**src/uart_dual_ring_buffer_core_defines.svh**
```systemverilog
// assertion macros shared by the uart dual ring buffer rtl
// no dependencies; expects clock and reset in the using module
`ifndef UART_DUAL_RING_BUFFER_CORE_DEFINES_SVH
`define UART_DUAL_RING_BUFFER_CORE_DEFINES_SVH

// same-cycle implication, disabled during reset
`define UDRB_ASSERT_SAME(label, ante, cons, msg) \
   label: assert property (@(posedge clock) disable iff (reset) (ante) |-> (cons)) \
      else $error(msg);

// next-cycle implication, disabled during reset
`define UDRB_ASSERT_NEXT(label, ante, cons, msg) \
   label: assert property (@(posedge clock) disable iff (reset) (ante) |=> (cons)) \
      else $error(msg);

`endif

```
**src/udrb_pkg.sv**
```systemverilog
// shared types and constants for the uart dual ring buffer
// used by the controller, datapath and top level
package udrb_pkg;

   // default ring depths
   localparam int RX_DEPTH_DEF = 32;
   localparam int TX_DEPTH_DEF = 256;

   // operation codes of an input item
   typedef enum logic [2:0] {
      OP_GET      = 3'd0,
      OP_PUT      = 3'd1,
      OP_LINE_RX  = 3'd2,
      OP_TX_READY = 3'd3,
      OP_RX_OFF   = 3'd4,
      OP_RX_ON    = 3'd5
   } op_type;

   // controller states
   typedef enum logic {
      ST_IDLE = 1'b0,
      ST_EXEC = 1'b1
   } state_type;

   // commands from controller to datapath
   typedef struct packed {
      logic capture;
      logic execute;
   } ctrl_cmd_type;

endpackage

```
**src/uart_dual_ring_buffer_core.sv**
```systemverilog
// timing: the item is captured on the accepting edge, the controller runs its execute state,
// and the result strobe is registered from that execute state; busy covers the execute state
// that follows the registered ram read of both ring heads, so no new item is taken while busy
// reset: synchronous, active high; ring indices cleared, receiver and rx irq on,
// tx irq off; ram contents are not cleared, there is no clearing pass
// results go out as a one-cycle strobe, the receiver cannot stall them
module uart_dual_ring_buffer_core #(
   parameter int RX_DEPTH = udrb_pkg::RX_DEPTH_DEF,
   parameter int TX_DEPTH = udrb_pkg::TX_DEPTH_DEF
) (
   input  logic       clock,
   input  logic       reset,
   input  logic       start,
   output logic       busy,
   input  logic [2:0] req_operation,
   input  logic [7:0] req_data_byte,
   output logic       rsp_strobe,
   output logic       rsp_get_valid,
   output logic [7:0] rsp_get_byte,
   output logic       rsp_put_rejected,
   output logic       rsp_line_tx_valid,
   output logic [7:0] rsp_line_tx_byte,
   output logic       rsp_rx_dropped,
   output logic       rsp_rx_event,
   output logic       rsp_tx_irq_on,
   output logic       rsp_receiver_enabled_out
);
   import udrb_pkg::*;

   ctrl_cmd_type cmd;

   // controller
   udrb_ctrl u_ctrl (
      .clock (clock),
      .reset (reset),
      .start (start),
      .busy  (busy),
      .cmd   (cmd)
   );

   // datapath
   udrb_datapath #(
      .RX_DEPTH (RX_DEPTH),
      .TX_DEPTH (TX_DEPTH)
   ) u_datapath (
      .clock                    (clock),
      .reset                    (reset),
      .cmd                      (cmd),
      .req_operation            (req_operation),
      .req_data_byte            (req_data_byte),
      .rsp_strobe               (rsp_strobe),
      .rsp_get_valid            (rsp_get_valid),
      .rsp_get_byte             (rsp_get_byte),
      .rsp_put_rejected         (rsp_put_rejected),
      .rsp_line_tx_valid        (rsp_line_tx_valid),
      .rsp_line_tx_byte         (rsp_line_tx_byte),
      .rsp_rx_dropped           (rsp_rx_dropped),
      .rsp_rx_event             (rsp_rx_event),
      .rsp_tx_irq_on            (rsp_tx_irq_on),
      .rsp_receiver_enabled_out (rsp_receiver_enabled_out)
   );

endmodule

```
**src/udrb_ram.sv**
```systemverilog
// generic single-write, single-read ram with registered read data
// no package dependencies
module udrb_ram #(
   parameter int WIDTH = 8,
   parameter int DEPTH = 32
) (
   input  logic                     clock,
   input  logic                     wr_en,
   input  logic [$clog2(DEPTH)-1:0] wr_addr,
   input  logic [WIDTH-1:0]         wr_data,
   input  logic [$clog2(DEPTH)-1:0] rd_addr,
   output logic [WIDTH-1:0]         rd_data
);

   logic [WIDTH-1:0] mem_ff [DEPTH];
   logic [WIDTH-1:0] rd_data_ff;

   // write port
   always_ff @(posedge clock) begin
      if (wr_en) begin
         mem_ff[wr_addr] <= wr_data;
      end
   end

   // registered read port
   always_ff @(posedge clock) begin
      rd_data_ff <= mem_ff[rd_addr];
   end

   assign rd_data = rd_data_ff;

endmodule

```
**src/udrb_ctrl.sv**
```systemverilog
// controller state machine: accepts an item, then runs its execute state
// depends on udrb_pkg
module udrb_ctrl (
   input  logic                  clock,
   input  logic                  reset,
   input  logic                  start,
   output logic                  busy,
   output udrb_pkg::ctrl_cmd_type cmd
);
   import udrb_pkg::*;

   state_type state_ff;
   state_type state_in;

   // next state
   always_comb begin
      state_in = state_ff;
      case (state_ff)
         ST_IDLE: begin
            if (start) begin
               state_in = ST_EXEC;
            end
         end
         ST_EXEC: begin
            state_in = ST_IDLE;
         end
         default: begin
            state_in = ST_IDLE;
         end
      endcase
   end

   // outputs
   always_comb begin
      busy        = 1'b0;
      cmd.capture = 1'b0;
      cmd.execute = 1'b0;
      case (state_ff)
         ST_IDLE: begin
            cmd.capture = start;
         end
         ST_EXEC: begin
            busy        = 1'b1;
            cmd.execute = 1'b1;
         end
         default: begin
            busy = 1'b0;
         end
      endcase
   end

   // state register
   always_ff @(posedge clock) begin
      if (reset) begin
         state_ff <= ST_IDLE;
      end else begin
         state_ff <= state_in;
      end
   end

endmodule

```
**src/udrb_datapath.sv**
```systemverilog
// datapath: ring indices, interrupt enables, the two byte rams and result registers
// depends on udrb_pkg, udrb_ram and the assertion macro header
`include "uart_dual_ring_buffer_core_defines.svh"

module udrb_datapath #(
   parameter int RX_DEPTH = udrb_pkg::RX_DEPTH_DEF,
   parameter int TX_DEPTH = udrb_pkg::TX_DEPTH_DEF
) (
   input  logic                   clock,
   input  logic                   reset,
   input  udrb_pkg::ctrl_cmd_type cmd,
   input  logic [2:0]             req_operation,
   input  logic [7:0]             req_data_byte,
   output logic                   rsp_strobe,
   output logic                   rsp_get_valid,
   output logic [7:0]             rsp_get_byte,
   output logic                   rsp_put_rejected,
   output logic                   rsp_line_tx_valid,
   output logic [7:0]             rsp_line_tx_byte,
   output logic                   rsp_rx_dropped,
   output logic                   rsp_rx_event,
   output logic                   rsp_tx_irq_on,
   output logic                   rsp_receiver_enabled_out
);
   import udrb_pkg::*;

   localparam int RX_AW = $clog2(RX_DEPTH);
   localparam int TX_AW = $clog2(TX_DEPTH);
   localparam logic [RX_AW-1:0] RX_LAST = RX_AW'(RX_DEPTH - 1);
   localparam logic [TX_AW-1:0] TX_LAST = TX_AW'(TX_DEPTH - 1);

   // captured item
   op_type     op_ff;
   logic [7:0] byte_ff;

   // ring indices and enables
   logic [RX_AW-1:0] rx_rd_ff, rx_rd_in, rx_wr_ff, rx_wr_in;
   logic [TX_AW-1:0] tx_rd_ff, tx_rd_in, tx_wr_ff, tx_wr_in;
   logic             recv_en_ff, recv_en_in;
   logic             rx_irq_ff, rx_irq_in;
   logic             tx_irq_ff, tx_irq_in;

   // result registers
   logic       strobe_ff;
   logic       get_valid_ff, get_valid_in;
   logic [7:0] get_byte_ff, get_byte_in;
   logic       put_rej_ff, put_rej_in;
   logic       tx_valid_ff, tx_valid_in;
   logic [7:0] tx_byte_ff, tx_byte_in;
   logic       dropped_ff, dropped_in;
   logic       event_ff, event_in;
   logic       tx_irq_out_ff, recv_en_out_ff;

   // ram signals
   logic             rx_wr_en, tx_wr_en;
   logic [7:0]       rx_rdata, tx_rdata;
   logic [RX_AW-1:0] rx_rd_next, rx_wr_next;
   logic [TX_AW-1:0] tx_rd_next, tx_wr_next;
   logic             rx_empty, rx_full, tx_empty, tx_full;

   // ring position arithmetic
   assign rx_rd_next = (rx_rd_ff == RX_LAST) ? '0 : rx_rd_ff + RX_AW'(1);
   assign rx_wr_next = (rx_wr_ff == RX_LAST) ? '0 : rx_wr_ff + RX_AW'(1);
   assign tx_rd_next = (tx_rd_ff == TX_LAST) ? '0 : tx_rd_ff + TX_AW'(1);
   assign tx_wr_next = (tx_wr_ff == TX_LAST) ? '0 : tx_wr_ff + TX_AW'(1);
   assign rx_empty   = (rx_rd_ff == rx_wr_ff);
   assign rx_full    = (rx_wr_next == rx_rd_ff);
   assign tx_empty   = (tx_rd_ff == tx_wr_ff);
   assign tx_full    = (tx_wr_next == tx_rd_ff);

   // byte stores, read at the head index when the item is captured
   udrb_ram #(.WIDTH(8), .DEPTH(RX_DEPTH)) u_rx_ram (
      .clock   (clock),
      .wr_en   (rx_wr_en),
      .wr_addr (rx_wr_ff),
      .wr_data (byte_ff),
      .rd_addr (rx_rd_ff),
      .rd_data (rx_rdata)
   );

   udrb_ram #(.WIDTH(8), .DEPTH(TX_DEPTH)) u_tx_ram (
      .clock   (clock),
      .wr_en   (tx_wr_en),
      .wr_addr (tx_wr_ff),
      .wr_data (byte_ff),
      .rd_addr (tx_rd_ff),
      .rd_data (tx_rdata)
   );

   // item execution
   always_comb begin
      rx_rd_in     = rx_rd_ff;
      rx_wr_in     = rx_wr_ff;
      tx_rd_in     = tx_rd_ff;
      tx_wr_in     = tx_wr_ff;
      recv_en_in   = recv_en_ff;
      rx_irq_in    = rx_irq_ff;
      tx_irq_in    = tx_irq_ff;
      get_valid_in = 1'b0;
      get_byte_in  = 8'd0;
      put_rej_in   = 1'b0;
      tx_valid_in  = 1'b0;
      tx_byte_in   = 8'd0;
      dropped_in   = 1'b0;
      event_in     = 1'b0;
      rx_wr_en     = 1'b0;
      tx_wr_en     = 1'b0;
      if (cmd.execute) begin
         case (op_ff)
            OP_GET: begin
               if (!rx_empty) begin
                  get_valid_in = 1'b1;
                  get_byte_in  = rx_rdata;
                  rx_rd_in     = rx_rd_next;
               end
            end
            OP_PUT: begin
               // receiver turns on first
               if (!recv_en_ff) begin
                  recv_en_in = 1'b1;
                  rx_irq_in  = 1'b1;
                  if (!tx_empty) begin
                     tx_irq_in = 1'b1;
                  end
               end
               if (tx_full) begin
                  put_rej_in = 1'b1;
               end else begin
                  tx_wr_en  = 1'b1;
                  tx_wr_in  = tx_wr_next;
                  tx_irq_in = 1'b1;
               end
            end
            OP_LINE_RX: begin
               if (recv_en_ff) begin
                  event_in = 1'b1;
                  if (rx_full) begin
                     dropped_in = 1'b1;
                  end else begin
                     rx_wr_en = 1'b1;
                     rx_wr_in = rx_wr_next;
                  end
               end
            end
            OP_TX_READY: begin
               if (tx_irq_ff) begin
                  if (!tx_empty) begin
                     tx_valid_in = 1'b1;
                     tx_byte_in  = tx_rdata;
                     tx_rd_in    = tx_rd_next;
                  end else begin
                     tx_irq_in = 1'b0;
                  end
               end
            end
            OP_RX_OFF: begin
               if (recv_en_ff) begin
                  recv_en_in = 1'b0;
                  rx_irq_in  = 1'b0;
                  tx_irq_in  = 1'b0;
               end
            end
            OP_RX_ON: begin
               if (!recv_en_ff) begin
                  recv_en_in = 1'b1;
                  rx_irq_in  = 1'b1;
                  if (!tx_empty) begin
                     tx_irq_in = 1'b1;
                  end
               end
            end
            default: begin
               recv_en_in = recv_en_ff;
            end
         endcase
      end
   end

   // item capture
   always_ff @(posedge clock) begin
      if (cmd.capture) begin
         op_ff   <= op_type'(req_operation);
         byte_ff <= req_data_byte;
      end
   end

   // control state
   always_ff @(posedge clock) begin
      if (reset) begin
         rx_rd_ff   <= '0;
         rx_wr_ff   <= '0;
         tx_rd_ff   <= '0;
         tx_wr_ff   <= '0;
         recv_en_ff <= 1'b1;
         rx_irq_ff  <= 1'b1;
         tx_irq_ff  <= 1'b0;
         strobe_ff  <= 1'b0;
      end else begin
         rx_rd_ff   <= rx_rd_in;
         rx_wr_ff   <= rx_wr_in;
         tx_rd_ff   <= tx_rd_in;
         tx_wr_ff   <= tx_wr_in;
         recv_en_ff <= recv_en_in;
         rx_irq_ff  <= rx_irq_in;
         tx_irq_ff  <= tx_irq_in;
         strobe_ff  <= cmd.execute;
      end
   end

   // result registers
   always_ff @(posedge clock) begin
      if (cmd.execute) begin
         get_valid_ff   <= get_valid_in;
         get_byte_ff    <= get_byte_in;
         put_rej_ff     <= put_rej_in;
         tx_valid_ff    <= tx_valid_in;
         tx_byte_ff     <= tx_byte_in;
         dropped_ff     <= dropped_in;
         event_ff       <= event_in;
         tx_irq_out_ff  <= tx_irq_in;
         recv_en_out_ff <= recv_en_in;
      end
   end

   assign rsp_strobe               = strobe_ff;
   assign rsp_get_valid            = get_valid_ff;
   assign rsp_get_byte             = get_byte_ff;
   assign rsp_put_rejected         = put_rej_ff;
   assign rsp_line_tx_valid        = tx_valid_ff;
   assign rsp_line_tx_byte         = tx_byte_ff;
   assign rsp_rx_dropped           = dropped_ff;
   assign rsp_rx_event             = event_ff;
   assign rsp_tx_irq_on            = tx_irq_out_ff;
   assign rsp_receiver_enabled_out = recv_en_out_ff;

   // checks
   `UDRB_ASSERT_NEXT(a_strobe_after_exec, cmd.execute, strobe_ff, "result strobe missing")
   `UDRB_ASSERT_NEXT(a_no_stray_strobe, !cmd.execute, !strobe_ff, "result strobe without item")
   `UDRB_ASSERT_SAME(a_rx_off_tx_irq_off, !recv_en_ff, !tx_irq_ff, "tx irq on with receiver off")
   `UDRB_ASSERT_SAME(a_rx_irq_tracks_en, 1'b1, rx_irq_ff == recv_en_ff, "rx irq enable mismatch")
   `UDRB_ASSERT_SAME(a_tx_send_irq_on, strobe_ff && tx_valid_ff, tx_irq_out_ff,
                     "byte sent with tx irq off")

endmodule
```
**config.mk**
```make
export PLATFORM = sky130hd
export DESIGN_NAME = uart_dual_ring_buffer_core
export DESIGN_NICKNAME = d
export VERILOG_FILES = /design/src/udrb_pkg.sv /design/src/uart_dual_ring_buffer_core.sv /design/src/udrb_ram.sv /design/src/udrb_ctrl.sv /design/src/udrb_datapath.sv
export VERILOG_INCLUDE_DIRS = /design/src /design/src/src
export SDC_FILE = /design/constraint.sdc
export NUM_CORES = 2
export LEC_CHECK = 0
export BUFFER_PORTS_ARGS = -buffer_cell sky130_fd_sc_hd__buf_2
export CAP_MARGIN = 10
export CELL_PAD_IN_SITES_DETAIL_PLACEMENT = 0
export CELL_PAD_IN_SITES_GLOBAL_PLACEMENT = 1
export CORE_ASPECT_RATIO = 2
export CORE_MARGIN = 5
export CORE_UTILIZATION = 56
export DETAILED_ROUTE_END_ITERATION = 10
export PLACE_DENSITY_LB_ADDON = 0.1
export SLEW_MARGIN = 20
export SYNTH_ARGS = -nofsm -noshare
export SYNTH_HDL_FRONTEND = slang
export SYNTH_SLANG_ARGS = --single-unit
```
**constraint.sdc**
```tcl
create_clock -name clock -period 5.71 [get_ports clock]
set_input_delay 1.142 -clock clock [delete_from_list [all_inputs] [get_ports clock]]
set_output_delay 1.142 -clock clock [all_outputs]
set_load 0.05 [all_outputs]
```
==> impl_metrics.yaml <==
status:
  status: "complete, no violations"
place:
  portBuffers: 38
  gp_congestion: 0.911
  dpl.hpwl_mm: 170
synthesis:
  ys.flop_type: "edfxtp_1"
  synth_compound_area_share_pct: 3.10
  avgSynthCellArea_um2: 20.5
  synth_edf_count: 2338
  synth_area_leaders: "edfxtp_1 75%, mux4_2 13%, mux2i_1 2.4%"
  synth-seq-area-share_pct: 76.2
  synth_top_family_by_area: "multiplexers"
  synthMuxAreaShare_pct: 15.4
  synth_warnings: 0
  synth.distinct_cells: 77
  synth_adder_area_share_pct: 0.161
  netlist_area_mm2: 0.0934
  synth_fp_nets: 4588
  yosysTopAreaCell: "edfxtp_1"
  syn_inst: 4562
  synthSimpleGateAreaFrac_pct: 3.14
  synth_xor_xnor_area_share_pct: 0.272
  synth_top_cell_area_share_pct: 75.2
  ys_async_sr_fraction_pct: 0
  synth-seq-cells: 2384
routing:
  firstDrtPassIters: 6
  wl_per_cell_um: 37.4
  viasPerCell: 6.68
  drt-total-wl_mm: 263
  first_iter_violations: 4925
  final_antenna_net_count: 0
  drcViolationCount: 0
  vias: 46900
sta:
  rsz0062_at_grt: "no"
  skew_ps: 52.4
  final.setup.tns_ps: 0
  tightest_slew_ps: 1210
  slew_headroom_pct: 18.5
  post-route-period-util_pct: 81.6
  final_max_slew_viol_count: 0
  hold_ws_ps: 481
  setup_viol: 0
  finalHoldViolCount: 0
  period_needed_ps: 4660
  max_freq_mhz: 215
clock_tree:
  cts_tree: "done"
  insertion_delay_ps: 840
  path_clk_slew_ps: 60
  cts_buffer_depth: 4
  post-cts-setup-buffer-count: 0
  htree_num_levels: 4
  clock_sinks: 2384
  cts_resized: 0
  cts_inserted_buffers: 205
  ctsRootBufferMaster: "clkbuf_16"
  cts-hold-fix-buffers: 0
layout:
  area_growth_syn_to_layout_pct: 11.2
  drive_gt1_share_pct: 25.1
  fillers: 11500
  layout.nets: 4745
  mostFrequentLayoutCells: "2338 x edfxtp_1, 524 x mux4_2, 223 x mux2i_1"
  final_common_cell: "edfxtp_1"
floorplanning:
  die_w_um: 299
  ios: 39
  die_h_um: 587
  dieArea_mm2: 0.175
  rows: 212
  core-area_mm2: 0.166
  start_util_pct: 56.1
critical_path:
  path_cells: "buf_12 -> buf_4 -> mux4_2 -> mux2_2 -> a22oi_1 -> a21oi_1 -> a211oi_1 -> nor4_1 -> or3_1"
  crit_path_max_incr_delay_ps: 950
  path_class: "register to register"
  crit_family: "compound AO/OA/AOI/OAI gates"
  cp-start-kind: "register"
  cp.buffers_inverters: 2
  crit_fanout: 37
  endpoint_kind: "register"
  arrival_ps: 5350
  crit_slowest_cell: "dfxtp_4"
  required_ps: 6400
global_routing:
  grt_pass1_vias: 48600
  gr-total-overflow: 0
  antenna_found_initial: 2
  track_usage_pct: 29.9
  grt_max_degree: 198
  grt_pass1_wl_mm: 369
power_and_ir_drop:
  ir_drop_uv: 283
  p_leak_nw: 30.8
  powerDensity_mw_per_mm2: 326
  p_total_w: 0.0338
job:
  drv_cap: 0
hold_path:
  hp-class: "primary input to register"
[per-layer routing]
metal / share of wire [%] / track usage (%)
met5: 0 / 0
met4: 7.8 / 18.4
met2: 53 / 52.6
met1: 33 / 34.8
met3: 6.2 / 4.09
[state kept, by name, summed over array words and instances, names as in the netlist, 3 cells and up]
| signal | cells |
|---|---|
| u_datapath.tx_rd_ff | 8 |
| u_datapath.op_ff | 3 |
| u_datapath.rsp_get_byte | 8 |
| u_datapath.rx_rd_ff | 5 |
| u_datapath.byte_ff | 8 |
| u_datapath.rx_wr_ff | 5 |
| u_datapath.u_tx_ram.rd_data | 8 |
| u_datapath.rsp_line_tx_byte | 8 |
| u_datapath.u_rx_ram.mem_ff | 256 |
| u_datapath.tx_wr_ff | 8 |
| u_datapath.u_tx_ram.mem_ff | 2048 |
| u_datapath.u_rx_ram.rd_data | 8 |
[cell usage after synthesis, types with 34 or more instances]
cell,instances
nor2_1,190
dfxtp_1,46
buf_4,38
clkbuf_1,107
a21oi_1,101
mux4_2,524
nor3_1,171
a22oi_1,54
edfxtp_1,2338
o221ai_1,34
o21ai_0,61
o22ai_1,36
mux2i_1,223
buf_2,96
nand2_1,127
[logic make-up (layout without fill, tap and decap cells)]
group,after synthesis,in the layout
DFF,2384,2384
muxes,776,776
and+or+nand+nor,629,629
AOI/OAI and AO/OA,423,423
buffers and inverters,309,627
xor gates and xnor gates,29,29
adders and majority gates,12,12
other,0,4
[where the power goes]
| part | switching, W | internal (W) |
|---|---|---|
| clock | 0.00621 | 0.00797 |
| sequential | 0.0000288 | 0.0192 |
| combinational | 0.000363 | 0.0000422 |
[metrics by stage]
| step | instances | instance area, um2 | setup WS (ps) | utilization, % |
|---|---|---|---|---|
| after global placement | 6651 | 96600 | 1030 | 58.1 |
| after global routing | 7021 | 104000 | 1040 | 62.4 |
| after CTS | 7020 | 104000 | 1170 | 62.3 |
| final | 7024 | 104000 | 1050 | 62.4 |
| after detailed placement | 6652 | 96900 | 1180 | 58.3 |
| after floorplan | 4562 | 93400 | 1220 | - |
[worst paths after layout]
| kind | from | to | slack [ps] | cells after the start |
|---|---|---|---|---|
| worst max-delay path | u_datapath.tx_rd_ff[0] | u_datapath.u_tx_ram.rd_data[2] | 1050 | 9 |
| worst min register to register | u_datapath.u_rx_ram.rd_data[7] | u_datapath.rsp_get_byte[7] | 510 | 1 |
| worst max register to register | u_datapath.tx_rd_ff[0] | u_datapath.u_tx_ram.rd_data[2] | 1050 | 9 |
| worst min-delay path | req_operation[2] | u_datapath.op_ff[2] | 480 | 1 |
[final cells by class]
cell class | instances | area (um2) | share of cell area [%]
well taps | 2140 | 2680 | 2.58
multi-input cells | 1869 | 21100 | 20.3
flip-flops and latches | 2384 | 71200 | 68.5
diodes | 4 | 10.0 | 0.00964
inverters | 14 | 53.8 | 0.0518
clock inverters | 127 | 1340 | 1.29
repair buffers | 245 | 2080 | 2.01
clock buffers | 241 | 5390 | 5.19
No activity file was read; power rests on OpenSTA's default activity.
